`config.mk`:
```
export PLATFORM = sky130hd
export DESIGN_NAME = whc_controller
export DESIGN_NICKNAME = d
export VERILOG_FILES = /design/src/hdl/wav_header_checker_core_defines.svh /design/src/hdl/whc_pkg.sv /design/src/hdl/whc_controller.sv
export SDC_FILE = /design/constraint.sdc
export NUM_CORES = 1
export LEC_CHECK = 0
export BUFFER_PORTS_ARGS = -buffer_cell sky130_fd_sc_hd__buf_2
export CORE_AREA = 2 2 39 41
export CTS_CLUSTER_SIZE = 20
export DETAILED_ROUTE_END_ITERATION = 8
export DIE_AREA = 0 0 41 43
export HOLD_SLACK_MARGIN = 0.12
export PLACE_DENSITY = 0.38
export SKIP_LAST_GASP = 1
export SLEW_MARGIN = 15
export SYNTH_ARGS = -nofsm -noshare
export SYNTH_HDL_FRONTEND = slang
export SYNTH_SLANG_ARGS = --single-unit
```
`constraint.sdc`:
```
create_clock -name i_clk -period 3.1 [get_ports i_clk]
set_clock_uncertainty 0.2 [all_clocks]
set_input_delay 0.31 -clock i_clk [delete_from_list [all_inputs] [get_ports i_clk]]
set_output_delay 0.31 -clock i_clk [all_outputs]
set_load 0.005 [all_outputs]
```
`src/hdl/wav_header_checker_core_defines.svh`:
```
// Assertion macros for the WAV header checker.
`ifndef WAV_HEADER_CHECKER_CORE_DEFINES_SVH
`define WAV_HEADER_CHECKER_CORE_DEFINES_SVH
// Implication checked on every clock edge outside reset.
`define WHC_ASSERT_IMP(label, clk, rst_n, ante, cons) \
    label: assert property (@(posedge clk) disable iff (!rst_n) (ante) |-> (cons)) \
        else $error("assertion failed");
// Implication whose consequent is checked in the next cycle.
`define WHC_ASSERT_NXT(label, clk, rst_n, ante, cons) \
    label: assert property (@(posedge clk) disable iff (!rst_n) (ante) |=> (cons)) \
        else $error("assertion failed");
`endif

```
`src/hdl/whc_pkg.sv`:
```
// ----------------------------------------------------------------------------
// whc_pkg
// Types, constants and tags shared by the WAV header checker.
// ----------------------------------------------------------------------------
package whc_pkg;
    localparam int COUNT_BITS_DEF = 32;
    localparam int DIV_BITS = 32;

    localparam logic [31:0] TAG_RIFF = 32'h4646_4952;
    localparam logic [31:0] TAG_WAVE = 32'h4556_4157;
    localparam logic [31:0] TAG_FMT  = 32'h2074_6d66;
    localparam logic [31:0] TAG_DATA = 32'h6174_6164;
    localparam logic [31:0] TAG_FACT = 32'h7463_6166;

    localparam logic [3:0] ST_OK       = 4'd0;
    localparam logic [3:0] ST_SHORT    = 4'd1;
    localparam logic [3:0] ST_RIFF     = 4'd2;
    localparam logic [3:0] ST_WAVE     = 4'd3;
    localparam logic [3:0] ST_FMT      = 4'd4;
    localparam logic [3:0] ST_TRUNC    = 4'd5;
    localparam logic [3:0] ST_NOT_PCM  = 4'd6;
    localparam logic [3:0] ST_RATE     = 4'd7;
    localparam logic [3:0] ST_ZERO_DIV = 4'd8;

    typedef enum logic [2:0] {
        S_RUN,
        S_DIV1_START,
        S_DIV1_WAIT,
        S_DIV2_START,
        S_DIV2_WAIT,
        S_OUT
    } t_state;

    typedef struct packed {
        logic take;
        logic div_start;
        logic div_sel;
        logic latch_q1;
        logic fin_load;
        logic clear;
    } t_cmd;

    typedef struct packed {
        logic div_done;
        logic last_seen;
    } t_stat;
endpackage

```
`src/hdl/whc_controller.sv`:
```
// ----------------------------------------------------------------------------
// whc_controller
// Sequencer: byte intake, the two divisions, result hand-off.
// ----------------------------------------------------------------------------
module whc_controller (
    input  logic           i_clk,
    input  logic           i_rst_n,
    input  logic           i_in_valid,
    output logic           o_in_ready,
    input  logic           i_out_ready,
    output logic           o_out_valid,
    input  whc_pkg::t_stat i_stat,
    output whc_pkg::t_cmd  o_cmd
);
    import whc_pkg::*;
    t_state r_state, n_state;
    logic   r_ov, n_ov;

    always_ff @(posedge i_clk) begin
        if (!i_rst_n) begin
            r_state <= S_RUN; r_ov <= 1'b0;
        end else begin
            r_state <= n_state; r_ov <= n_ov;
        end
    end

    always_comb begin
        n_state = r_state;
        n_ov = r_ov;
        o_cmd = '0;
        o_in_ready = 1'b0;
        if (r_ov && i_out_ready) n_ov = 1'b0;
        case (r_state)
            S_RUN: begin
                o_in_ready = 1'b1;
                if (i_in_valid) begin
                    o_cmd.take = 1'b1;
                end else if (i_stat.last_seen) begin
                    n_state = S_DIV1_START;
                end
            end
            S_DIV1_START: begin
                o_cmd.div_start = 1'b1;
                n_state = S_DIV1_WAIT;
            end
            S_DIV1_WAIT: begin
                if (i_stat.div_done) begin
                    o_cmd.latch_q1 = 1'b1;
                    n_state = S_DIV2_START;
                end
            end
            S_DIV2_START: begin
                o_cmd.div_start = 1'b1;
                o_cmd.div_sel = 1'b1;
                n_state = S_DIV2_WAIT;
            end
            S_DIV2_WAIT: begin
                o_cmd.div_sel = 1'b1;
                if (i_stat.div_done) n_state = S_OUT;
            end
            S_OUT: begin
                o_cmd.div_sel = 1'b1;
                if (!r_ov || i_out_ready) begin
                    o_cmd.fin_load = 1'b1;
                    o_cmd.clear = 1'b1;
                    n_ov = 1'b1;
                    n_state = S_RUN;
                end
            end
            default: n_state = S_RUN;
        endcase
        if (r_state == S_RUN && i_in_valid && i_stat.last_seen) begin
            o_in_ready = 1'b0;
            o_cmd.take = 1'b0;
            n_state = S_DIV1_START;
        end
    end

    assign o_out_valid = r_ov;
endmodule

```
==> metrics.md <==
| Metric | Value |
|---|---|
| Max cap viols | `0` |
| Worst-case reg-to-reg path depth | `3` |
| Cts repair resizes | `0` |
| Fmax | `around 540 MHz` |
| Setup CP Type | `flip-flop to output pin` |
| Worst relative slew slack | `around four fifths` |
| Final #Nets | `52` |
| Worst Setup End Kind | `output pin` |
| DR WL/cell | `~10 µm` |
| Worst skew pair latency | `between 0.2 and 0.25 ns` |
| GR Util met3 | `4.71%` |
| Chip width | `~41 µm` |
| Inserted Clock Buffers | `3` |
| Synth-to-Final Area Change | `33.8%` |
| Run status | `complete, no violations` |
| Synth Area in XOR/XNOR | `3.29%` |
| 1st-pass router iterations | `2` |
| GR Overflow Total | `0` |
| Final hold slack | `about 0.13 ns` |
| Die height | `43 µm` |
| Worst EP required | `about 2.6 ns` |
| Pwr dens | `around 530 mW/mm²` |
| Final Hold Viols | `0` |
| Hold_buf cts | `0` |
| Max-slew violations | `0` |
| Via density | `4.38` |
| Critical path fanouts, max | `9` |
| Via count | `between 200 and 300` |
| Setup TNS | `0 ns` |
| Yosys warns | `0` |
| Largest area contributor in the netlist | `dfxtp_1` |
| Grt met2 use | `~11%` |
| Final period utilization | `approximately three fifths` |
| Htree depth | `1` |
| Worst setup SP type | `flip-flop` |
| Final min period | `~1.8 ns` |
| Worst VDD drop | `roughly 0.00012 V` |
| Root buffer cell | `clkbuf_4` |
| Tightest Hold Check Type | `primary input to flip-flop` |
| P_leak | `0.168 nW` |
| Setup Buffers After CTS | `0` |
| CTS Buffer Depth | `2` |
| Gate Count Post-Synth | `31` |
| Simple-gate portion of the synthesized area | `between 30% and 40%` |
| RSZ-0062 raised after global routing | `no` |
| Worst-Margin Slew | `~0.31 ns` |
| PortBufs | `13` |
| Hold endpoint | `r_state[0]` |
| Ranking of synthesized cells by area | `dfxtp_1 (30%), a221oi_2 (5.6%), and3_1 (4.7%), and4bb_2 (4.7%), nor2b_1 (4.7%)` |
| Core Area | `approximately 0.0014 mm²` |
| Starting Density | `between 10% and 20%` |
| Post-synthesis register bit count | `4` |
| Routability cong. | `just under 0.7` |
| CTS tree | `built` |
| Largest family of logic cells by synthesized area | `simple AND/OR/NAND/NOR gates` |
| DIE AREA | `about 0.0018 mm²` |
| Largest net degree at the start of global routing | `10` |
| Post-DP HPWL | `between 400 and 500 µm` |
| Synthesized Nets | `37` |
| Syn_area_per_cell | `between 8 and 9 µm²` |
| Mux share of post-synthesis cell area | `0%` |
| Commonest non-fill, non-tap cell in the layout | `buf_2` |
| Register area share after synthesis | `30.0%` |
| Crit path from | `r_state[1]` |
| Setup-failing EPs final | `0` |
| Grt met1 use | `around 11%` |
| Layout cells sized above 1 | `45.5%` |
| I/O pins | `14` |
| Worst r2r src | `r_state[1]` |
| GR peak layer | `met1` |
| CTS clock-pin slew for the worst setup and hold paths | `~0.04 ns` |
| Post-synthesis cell area | `about 270 µm²` |
| Synth Area in Compound Gates | `21.6%` |
| Area occupied by registers | `80.1 µm²` |
| Final Util | `25.8%` |
| Hold Startpoint | `i_rst_n` |
| Row count | `14` |
| Vias in the first global route | `245` |
| Synth unique cells | `24` |
| Hold Crit Depth | `2` |
| Antenna violations before repair | `0` |
| Initial DRC count | `1` |
| Adder-Cell Fraction of Synth Area | `0%` |
| Gr usage total | `a little under a tenth` |
| Commonest cells after routing, fill and taps aside | `buf_2 (13), dfxtp_1 (4), clkbuf_4 (3)` |
| CTS sink cnt | `4` |
| DRC errors left | `0` |
| Drt total wl | `~600 µm` |
| Post-synth top area share | `30.0%` |
| Multi-input logic area | `between 150 and 200 µm²` |
| Worst EP arrival | `roughly 1.3 ns` |
| Reg-to-Reg End | `r_state[0]` |
| First-pass GRT wire length | `1.04 mm` |
| Reg-to-reg setup timing slack | `about 1.7 ns` |
| Fillers | `roughly 160` |
| DRT antenna net count | `0` |
| Antenna fix cells | `0` |
[critical path, cell delays in order, from the launching register on]
cell and delay [ns]:
dfxtp_1 0.39, nor3_1 0.31, and3_1 0.22, nor2b_1 0.05
buf_2 0.12
[worst max path at each step]
| stage | endpoint |
|---|---|
| global placement | o_in_ready |
| CTS | o_in_ready |
| global route | o_in_ready |
| floorplan | o_cmd[1] |
| finish | o_in_ready |
| detailed placement | o_in_ready |
[layer usage]
| metal | vias up | share of wire [%] |
|---|---|---|
| li1 | 137 | - |
| met5 | - | 0 |
| met4 | 0 | 2.8 |
| met1 | 117 | 45 |
| met2 | 7 | 46 |
| met3 | 2 | 6.7 |
[sequential cells by signal, indices dropped and copies added, names as in the netlist]
signal	count
o_out_valid	1
r_state	3
[stage by stage]
step	worst slack [ns]	std cells	cell area [µm²]	total power [W]
finish	1.26	60	357	0.000189
global route	1.17	60	357	0.000201
CTS	1.23	60	357	0.000193
detailed placement	1.50	57	334	0.000122
global placement	1.55	57	334	0.000120
floorplan	1.67	31	267	0.000104
[report_power, final]
group          leakage [nW]  internal (W)  switching, W
Sequential           0.0326     0.0000575     0.0000127
Combinational         0.122     0.0000300     0.0000189
Clock                0.0138     0.0000437     0.0000267
[cell type report]
class / instances / area share [%]
inverters: 1 / 1.05
flip-flops and latches: 4 / 22.5
clock buffers: 3 / 6.32
well taps: 16 / 5.61
repair buffers: 13 / 18.2
multi-input cells: 23 / 46.3
[cell usage after synthesis]
library cell,n
and4bb_2,1
and2b_2,1
buf_4,1
nor2_1,2
nand3_1,1
a221oi_2,1
nand2b_1,1
nor3_1,1
nor2b_1,2
inv_1,1
o21ai_0,1
a21oi_1,1
or3b_1,1
a21boi_0,1
o31a_1,1
dfxtp_1,4
and3_1,2
nand2_1,1
a21boi_1,1
nand3b_1,1
xor2_1,1
a211o_1,1
nand2b_2,1
buf_2,2
[logic make-up after synthesis]
kind of cell | after synthesis
DFF | 4
AOI/OAI and AO/OA | 7
xor gates and xnor gates | 1
buffers and inverters | 4
and+or+nand+nor | 15
(Power assumes the default switching activity.)
