[src/hdl/wav_header_checker_core_defines.svh]
// Assertion macros for the WAV header checker.
`ifndef WAV_HEADER_CHECKER_CORE_DEFINES_SVH
`define WAV_HEADER_CHECKER_CORE_DEFINES_SVH
// Implication checked on every clock edge outside reset.
`define WHC_ASSERT_IMP(label, clk, rst_n, ante, cons) \
    label: assert property (@(posedge clk) disable iff (!rst_n) (ante) |-> (cons)) \
        else $error("assertion failed");
// Implication whose consequent is checked in the next cycle.
`define WHC_ASSERT_NXT(label, clk, rst_n, ante, cons) \
    label: assert property (@(posedge clk) disable iff (!rst_n) (ante) |=> (cons)) \
        else $error("assertion failed");
`endif

[src/hdl/whc_pkg.sv]
// ----------------------------------------------------------------------------
// whc_pkg
// Types, constants and tags shared by the WAV header checker.
// ----------------------------------------------------------------------------
package whc_pkg;
    localparam int COUNT_BITS_DEF = 32;
    localparam int DIV_BITS = 32;

    localparam logic [31:0] TAG_RIFF = 32'h4646_4952;
    localparam logic [31:0] TAG_WAVE = 32'h4556_4157;
    localparam logic [31:0] TAG_FMT  = 32'h2074_6d66;
    localparam logic [31:0] TAG_DATA = 32'h6174_6164;
    localparam logic [31:0] TAG_FACT = 32'h7463_6166;

    localparam logic [3:0] ST_OK       = 4'd0;
    localparam logic [3:0] ST_SHORT    = 4'd1;
    localparam logic [3:0] ST_RIFF     = 4'd2;
    localparam logic [3:0] ST_WAVE     = 4'd3;
    localparam logic [3:0] ST_FMT      = 4'd4;
    localparam logic [3:0] ST_TRUNC    = 4'd5;
    localparam logic [3:0] ST_NOT_PCM  = 4'd6;
    localparam logic [3:0] ST_RATE     = 4'd7;
    localparam logic [3:0] ST_ZERO_DIV = 4'd8;

    typedef enum logic [2:0] {
        S_RUN,
        S_DIV1_START,
        S_DIV1_WAIT,
        S_DIV2_START,
        S_DIV2_WAIT,
        S_OUT
    } t_state;

    typedef struct packed {
        logic take;
        logic div_start;
        logic div_sel;
        logic latch_q1;
        logic fin_load;
        logic clear;
    } t_cmd;

    typedef struct packed {
        logic div_done;
        logic last_seen;
    } t_stat;
endpackage

[src/hdl/whc_divider.sv]
// ----------------------------------------------------------------------------
// whc_divider
// Restoring divider, one quotient bit per cycle.
// ----------------------------------------------------------------------------
module whc_divider (
    input  logic        i_clk,
    input  logic        i_rst_n,
    input  logic        i_start,
    input  logic [31:0] i_num,
    input  logic [31:0] i_den,
    output logic        o_done,
    output logic [31:0] o_quot
);
    import whc_pkg::*;
    logic [31:0] r_q, n_q, r_den;
    logic [32:0] r_rem, n_rem, w_tr;
    logic [5:0]  r_cnt, n_cnt;
    logic        r_busy, n_busy;

    always_comb begin
        n_q = r_q; n_rem = r_rem; n_cnt = r_cnt; n_busy = r_busy;
        w_tr = {r_rem[31:0], r_q[31]};
        if (i_start) begin
            n_q = i_num; n_rem = '0; n_cnt = 6'(DIV_BITS); n_busy = 1'b1;
        end else if (r_busy) begin
            if (w_tr >= {1'b0, r_den}) begin
                n_rem = w_tr - {1'b0, r_den};
                n_q = {r_q[30:0], 1'b1};
            end else begin
                n_rem = w_tr;
                n_q = {r_q[30:0], 1'b0};
            end
            n_cnt = r_cnt - 6'd1;
            if (r_cnt == 6'd1) n_busy = 1'b0;
        end
    end

    always_ff @(posedge i_clk) begin
        if (!i_rst_n) begin
            r_busy <= 1'b0; r_cnt <= '0;
        end else begin
            r_busy <= n_busy; r_cnt <= n_cnt;
        end
        r_q <= n_q; r_rem <= n_rem;
        if (i_start) r_den <= i_den;
    end

    assign o_done = !r_busy && !i_start;
    assign o_quot = r_q;
endmodule

[src/hdl/whc_datapath.sv]
// ----------------------------------------------------------------------------
// whc_datapath
// Byte parser, header field capture, final checks and result register.
// ----------------------------------------------------------------------------
module whc_datapath #(
    parameter int COUNT_BITS = whc_pkg::COUNT_BITS_DEF
) (
    input  logic          i_clk,
    input  logic          i_rst_n,
    input  whc_pkg::t_cmd i_cmd,
    output whc_pkg::t_stat o_stat,
    input  logic [7:0]    i_byte,
    input  logic          i_last,
    output logic [3:0]    o_status,
    output logic [15:0]   o_channel_count,
    output logic [31:0]   o_sample_rate,
    output logic [15:0]   o_sample_bits,
    output logic [31:0]   o_payload_bytes,
    output logic [31:0]   o_frame_total,
    output logic [32:0]   o_payload_offset,
    output logic [31:0]   o_file_length
);
    import whc_pkg::*;
    localparam logic [COUNT_BITS-1:0] CMAX = '1;

    logic [COUNT_BITS-1:0] r_cnt;
    logic [4:0]  r_flags;
    logic [31:0] r_fsize, r_rate, r_avg, r_clen;
    logic [15:0] r_fcode, r_chan, r_align, r_bits;
    logic        r_fact, r_last;
    logic [31:0] r_q1;

    logic [63:0] w_pos, w_p, w_n;
    logic [1:0]  w_lane;
    logic [7:0]  w_tag_data, w_tag_fact;
    logic [4:0]  n_flags;
    logic [31:0] n_fsize, n_rate, n_avg, n_clen;
    logic [15:0] n_fcode, n_chan, n_align, n_bits;
    logic        n_fact;

    function automatic logic [31:0] put32(logic [31:0] f, logic [1:0] l, logic [7:0] b);
        logic [31:0] v;
        v = f;
        v[8*l +: 8] = b;
        return v;
    endfunction

    function automatic logic [7:0] tagb(logic [31:0] t, logic [1:0] l);
        return t[8*l +: 8];
    endfunction

    assign w_pos = 64'(r_cnt);
    assign w_lane = w_pos[1:0];

    always_comb begin
        logic [63:0] p;
        logic [1:0]  pl;
        n_flags = r_flags; n_fsize = r_fsize; n_fcode = r_fcode; n_chan = r_chan;
        n_rate = r_rate; n_avg = r_avg; n_align = r_align; n_bits = r_bits;
        n_clen = r_clen; n_fact = r_fact;
        if (w_pos < 64'd4) begin
            if (tagb(TAG_RIFF, w_lane) != i_byte) n_flags[0] = 1'b0;
        end else if (w_pos >= 64'd8 && w_pos < 64'd12) begin
            if (tagb(TAG_WAVE, w_lane) != i_byte) n_flags[1] = 1'b0;
        end else if (w_pos >= 64'd12 && w_pos < 64'd16) begin
            if (tagb(TAG_FMT, w_lane) != i_byte) n_flags[2] = 1'b0;
        end else if (w_pos >= 64'd16 && w_pos < 64'd20) begin
            n_fsize = put32(r_fsize, w_lane, i_byte);
        end else if (w_pos >= 64'd20 && w_pos < 64'd22) begin
            n_fcode = 16'(put32({16'd0, r_fcode}, {1'b0, w_lane[0]}, i_byte));
        end else if (w_pos >= 64'd22 && w_pos < 64'd24) begin
            n_chan = 16'(put32({16'd0, r_chan}, {1'b0, w_lane[0]}, i_byte));
        end else if (w_pos >= 64'd24 && w_pos < 64'd28) begin
            n_rate = put32(r_rate, w_lane, i_byte);
        end else if (w_pos >= 64'd28 && w_pos < 64'd32) begin
            n_avg = put32(r_avg, w_lane, i_byte);
        end else if (w_pos >= 64'd32 && w_pos < 64'd34) begin
            n_align = 16'(put32({16'd0, r_align}, {1'b0, w_lane[0]}, i_byte));
        end else if (w_pos >= 64'd34 && w_pos < 64'd36) begin
            n_bits = 16'(put32({16'd0, r_bits}, {1'b0, w_lane[0]}, i_byte));
        end
        p = {32'd0, n_fsize} + 64'd20;
        pl = 2'(w_pos - p);
        w_tag_data = tagb(TAG_DATA, pl);
        w_tag_fact = tagb(TAG_FACT, pl);
        if (w_pos >= 64'd20) begin
            if (w_pos >= p && w_pos < p + 64'd4) begin
                if (w_tag_data != i_byte) n_flags[3] = 1'b0;
                if (w_tag_fact != i_byte) n_flags[4] = 1'b0;
                if (w_pos == p + 64'd3 && !n_flags[3] && n_flags[4]) n_fact = 1'b1;
            end else if (w_pos >= p + 64'd4 && w_pos < p + 64'd8) begin
                if (!r_fact && r_flags[3]) n_clen = put32(r_clen, pl, i_byte);
            end else if (r_fact && w_pos >= p + 64'd12 && w_pos < p + 64'd16) begin
                if (w_pos == p + 64'd12) n_flags[3] = 1'b1;
                if (w_tag_data != i_byte) n_flags[3] = 1'b0;
            end else if (r_fact && w_pos >= p + 64'd16 && w_pos < p + 64'd20) begin
                if (r_flags[3]) n_clen = put32(r_clen, pl, i_byte);
            end
        end
    end

    // final evaluation
    logic        w_d1, w_d2;
    logic [63:0] w_ul;
    logic [32:0] w_fprod;
    logic [31:0] w_fsz;
    assign w_n = 64'(r_cnt);
    assign w_p = {32'd0, r_fsize} + 64'd20;
    assign w_d1 = !r_fact && r_flags[3] && w_n >= w_p + 64'd4;
    assign w_d2 = r_fact && r_flags[3] && w_n >= w_p + 64'd16;
    assign w_ul = (w_d1 || w_d2) ? {32'd0, r_clen} : 64'd0;
    assign w_fprod = 33'(({16'd0, r_chan} * {16'd0, r_bits}) >> 3);
    assign w_fsz = w_fprod[31:0];

    logic        div_done;
    logic [31:0] div_q;
    whc_divider u_div (
        .i_clk(i_clk), .i_rst_n(i_rst_n), .i_start(i_cmd.div_start),
        .i_num(i_cmd.div_sel ? w_ul[31:0] : r_avg),
        .i_den(i_cmd.div_sel ? w_fsz : {16'd0, r_align}),
        .o_done(div_done), .o_quot(div_q)
    );

    logic [3:0]  w_st;
    always_comb begin
        w_st = ST_OK;
        if (w_n < 64'd44) w_st = ST_SHORT;
        else if (!r_flags[0]) w_st = ST_RIFF;
        else if (!r_flags[1]) w_st = ST_WAVE;
        else if (!r_flags[2]) w_st = ST_FMT;
        else if (w_n < w_ul + {32'd0, r_fsize} + 64'd28) w_st = ST_TRUNC;
        else if (r_fcode != 16'd1) w_st = ST_NOT_PCM;
        else if (r_align == 16'd0) w_st = ST_ZERO_DIV;
        else if (r_rate != r_q1) w_st = ST_RATE;
        else if (w_fsz == 32'd0) w_st = ST_ZERO_DIV;
    end

    always_ff @(posedge i_clk) begin
        if (!i_rst_n || i_cmd.clear) begin
            r_cnt <= '0; r_flags <= '1; r_fsize <= '0; r_fcode <= '0; r_chan <= '0;
            r_rate <= '0; r_avg <= '0; r_align <= '0; r_bits <= '0; r_clen <= '0;
            r_fact <= 1'b0; r_last <= 1'b0;
        end else if (i_cmd.take) begin
            if (r_cnt != CMAX) begin
                r_cnt <= r_cnt + 1'b1;
                r_flags <= n_flags; r_fsize <= n_fsize; r_fcode <= n_fcode;
                r_chan <= n_chan; r_rate <= n_rate; r_avg <= n_avg;
                r_align <= n_align; r_bits <= n_bits; r_clen <= n_clen;
                r_fact <= n_fact;
            end
            r_last <= i_last;
        end
        if (i_cmd.latch_q1) r_q1 <= div_q;
        if (i_cmd.fin_load) begin
            o_status <= w_st;
            o_channel_count <= r_chan;
            o_sample_rate <= r_rate;
            o_sample_bits <= r_bits;
            o_payload_bytes <= w_ul[31:0];
            o_frame_total <= (w_st == ST_OK) ? div_q : 32'd0;
            o_payload_offset <= 33'(w_d2 ? w_p + 64'd20 : w_p + 64'd8);
            o_file_length <= 32'(w_n);
        end
    end

    assign o_stat.div_done = div_done;
    assign o_stat.last_seen = r_last;
endmodule

[config.mk]
export PLATFORM = sky130hd
export DESIGN_NAME = whc_datapath
export DESIGN_NICKNAME = d
export VERILOG_FILES = /design/src/hdl/wav_header_checker_core_defines.svh /design/src/hdl/whc_pkg.sv /design/src/hdl/whc_divider.sv /design/src/hdl/whc_datapath.sv
export SDC_FILE = /design/constraint.sdc
export NUM_CORES = 2
export LEC_CHECK = 0
export ABC_AREA = 0
export BUFFER_PORTS_ARGS = -buffer_cell sky130_fd_sc_hd__buf_4
export CORE_UTILIZATION = 40
export DETAILED_ROUTE_END_ITERATION = 8
export PLACE_DENSITY = 0.52
export REMOVE_ABC_BUFFERS = 1
export SETUP_SLACK_MARGIN = 0.2
export SLEW_MARGIN = 10
export SYNTH_ARGS = -nofsm -noshare
export SYNTH_HDL_FRONTEND = slang
export SYNTH_SLANG_ARGS = --single-unit
[constraint.sdc]
create_clock -name i_clk -period 22.6 [get_ports i_clk]
set_clock_uncertainty 0.15 [all_clocks]
set_input_delay 4.52 -clock i_clk [delete_from_list [all_inputs] [get_ports i_clk]]
set_output_delay 4.52 -clock i_clk [all_outputs]
set_load 0.1 [all_outputs]
==> impl_results.md <==
- Outcome: complete, no violations
- Async SR Flop Fraction: 0
- Detailed Route WL: 164900 um
- FF+latch area: 14110 sq um
- Leakage: 23.27 nW
- Post-synth EDFFs: 290
- Worst skew pair latency: around 0.67 ns
- Seq cells post-synth: 560
- Syn. warnings: 0
- Top cell by count, worst path: a21o_1
- First-pass GRT wire length: around 250000 um
- Total track usage: 0.2734
- Post-DP HPWL: 123900 um
- Worst path max stage delay: 0.90 ns
- Core footprint: 116700 sq um
- Layout area overhead: 12.59%
- Final worst path period share: 0.5999
- Hold/Removal Path Class: flop to flop
- Slew HR: 0.1313
- Clock tree from TritonCTS: built
- Crit path time final: 13.56 ns
- Post_cts resized: 0
- Setup violators final: 0
- Routed vias/inst: approximately 5.6
- Multi-input logic area: 30910 sq um
- Max Transition Viols Final: 0
- ANT nets after route: 0
- Layout Nets: 6096
- Synth top area cells: edfxtp_1, ha_1, dfxtp_1
- Unrepaired setup endpoints after global routing: false
- Rows: 125
- Die Span X: ~350 um
- Critical path capture point type: flop
- DR iter-0 viols: 3057
- Hold slack: 0.3115 ns
- Final Non-Filler Cells: 6957
- IO Port Bufs: approximately 220
- Number of global-route vias before repair: 38720
- Number of max-cap violations: 0
- CP Max Fanout: between 60 and 70
- H-tree levels: 3
- CTS Buf Count: 71
- Cell taking the most area after synthesis: edfxtp_1
- Post-CTS Setup Bufs: 0
- Clock slew at reported path FFs: 0.06 ns
- Hold-fix buffers, CTS: 0
- PwrDens: 50.88 nW/um^2
- Layout cells sized above 1: 0.1051
- Placer Congestion: 1.003
- Worst VDD drop: just under 0.00005 V
- Filler Cells Inserted: 11570
- Clock Tree Root: clkbuf_16
- Initial Util: 0.4047
- Mapped Cells: 5196
- Crit path launch type: flop
- I/O pin total: approximately 220
- Slew @ Worst Pin: 1.295 ns
- Congestion Overflow GR: 0
- Initial antenna violation count: 3
- Routed vias: 39270
- Buffer depth of the longest clock path: 3
- Fraction of the yosys area taken by sequential cells: 0.2989
- Fin. Hold Viols: 0
- Worst Setup Path Type: flop to flop
- Die Height: 345.6 um
- Prevailing post-synth register cell: edfxtp_1
- DRC: 0
- DIE AREA: 119400 sq um
- Clk sink count: 560
- Setup TNS: 0 ns
- Crit path DAT: 13.93 ns
- Mean Syn Cell Area: ~9 sq um
- Critical Path Slowest Stage Cell: nor4_1
- Fmax: 73.76 MHz
- Largest net degree at the start of global routing: 94
- Area share of the largest cell type after synthesis: 0.1844
- Post-synthesis cell area: 47220 sq um
- Distinct cells, synth: between 100 and 150
- CP Data Required Time: 22.98 ns
- WL/cell: 23.70 um
- Cells after DPL: 6824
- First-pass DRT Iterations: 6
## routing by layer
layer	share of wire	wire length, um	global-route usage
met2	0.48	78500	0.4641
met4	0.040	6528	0.1054
met5	0.00010	17	0
met1	0.43	71200	0.3520
met3	0.053	8670	0.03561
## through the flow
| step | power, mW | cell area, sq um | setup WS [ns] | utilization |
|---|---|---|---|---|
| finish | 2.705 | 53170 | 9.043 | 0.4557 |
| floorplan | 1.420 | 46370 | 8.901 | - |
| global route | 2.809 | 53160 | 8.178 | 0.4557 |
| global placement | 1.550 | 50760 | 9.573 | 0.4351 |
| detailed placement | 1.550 | 50760 | 9.302 | 0.4351 |
| CTS | 2.736 | 53160 | 9.206 | 0.4557 |
## cells in the final DEF (no fill, tap or decap), types with 30 or more instances in the layout
cell type,instances
nand4_1,92
ha_1,509
a311oi_1,32
nand2b_1,36
and2_1,180
and3_1,37
a31oi_1,30
nor2b_1,79
dfxtp_1,269
clkbuf_16,72
buf_4,322
o21ai_0,101
a21o_1,118
inv_1,359
nand2_1,522
o21a_1,47
a31o_2,37
mux2i_1,119
fa_1,197
a41o_1,32
nor4_1,53
xor2_1,125
nor3_1,89
nand3_1,123
xnor2_1,330
nor2_1,539
a21oi_1,232
edfxtp_1,290
a211oi_1,53
## registers in the layout, summed over array words and instances (netlist names), 29 cells and up
register	flops
o_file_length	32
o_frame_total	32
o_payload_bytes	32
o_payload_offset	33
o_sample_rate	32
r_avg	32
r_clen	32
r_cnt	32
r_fsize	32
r_q1	32
r_rate	32
u_div.o_quot	32
u_div.r_den	29
u_div.r_rem	32
## critical path, delay by kind of cell, from the launching register on
kind,cells,cell delay [ns]
buffers and inverters,3,0.92
xor gates and xnor gates,3,0.59
DFF,1,0.49
AOI/OAI and AO/OA,23,6.18
and+or+nand+nor,14,3.67
adders and majority gates,5,1.35
## synth_stat cells (125+ instances only)
library cell  instances
inv_1               359
nand2_1             522
nor2_1              539
clkbuf_1            196
ha_1                509
fa_1                197
edfxtp_1            290
xnor2_1             331
a21oi_1             232
dfxtp_1             270
xor2_1              125
and2_1              180
## kinds of logic (layout without fill, tap and decap cells)
family                   count (synthesis)  after routing  share of synthesized area
AND/OR/NAND/NOR                       1892           1892                     0.1957
XOR/XNOR                               460            460                    0.08632
buffers and inverters                  590            826                    0.04759
AO/OA/AOI/OAI                          841            841                     0.1212
adder cells (fa/ha/maj)                706            706                     0.2184
other                                    0              1                          0
flip-flops                             560            560                     0.2989
multiplexers                           147            147                    0.03190
## where the power goes
group | switching (mW) | total, mW | internal (mW)
combinational | 0.284 | 0.402 | 0.118
clock | 0.495 | 1.17 | 0.680
sequential | 0.0243 | 1.13 | 1.10
## worst paths after layout
kind / slack (ns) / endpoint / cells after the start / start
min: 0.31 / r_avg[12]$_SDFFE_PP0P_ / 2 / r_avg[12]$_SDFFE_PP0P_
min reg2reg: 0.31 / r_avg[12]$_SDFFE_PP0P_ / 2 / r_avg[12]$_SDFFE_PP0P_
max: 9.04 / o_frame_total[27]$_SDFFCE_PP0P_ / 48 / r_fsize[4]$_SDFFE_PP0P_
max reg2reg: 9.04 / o_frame_total[27]$_SDFFCE_PP0P_ / 48 / r_fsize[4]$_SDFFE_PP0P_
## layout make-up
cell class / count / share of cell area
multi-input cells: 4046 / 0.5815
flip-flops and latches: 560 / 0.2655
repair buffers: 323 / 0.04575
clock buffers: 95 / 0.03702
well taps: 1524 / 0.03586
inverters: 371 / 0.02624
clock inverters: 37 / 0.008143
diodes: 1 / 0.00004707
No activity file was read; power rests on OpenSTA's default activity.
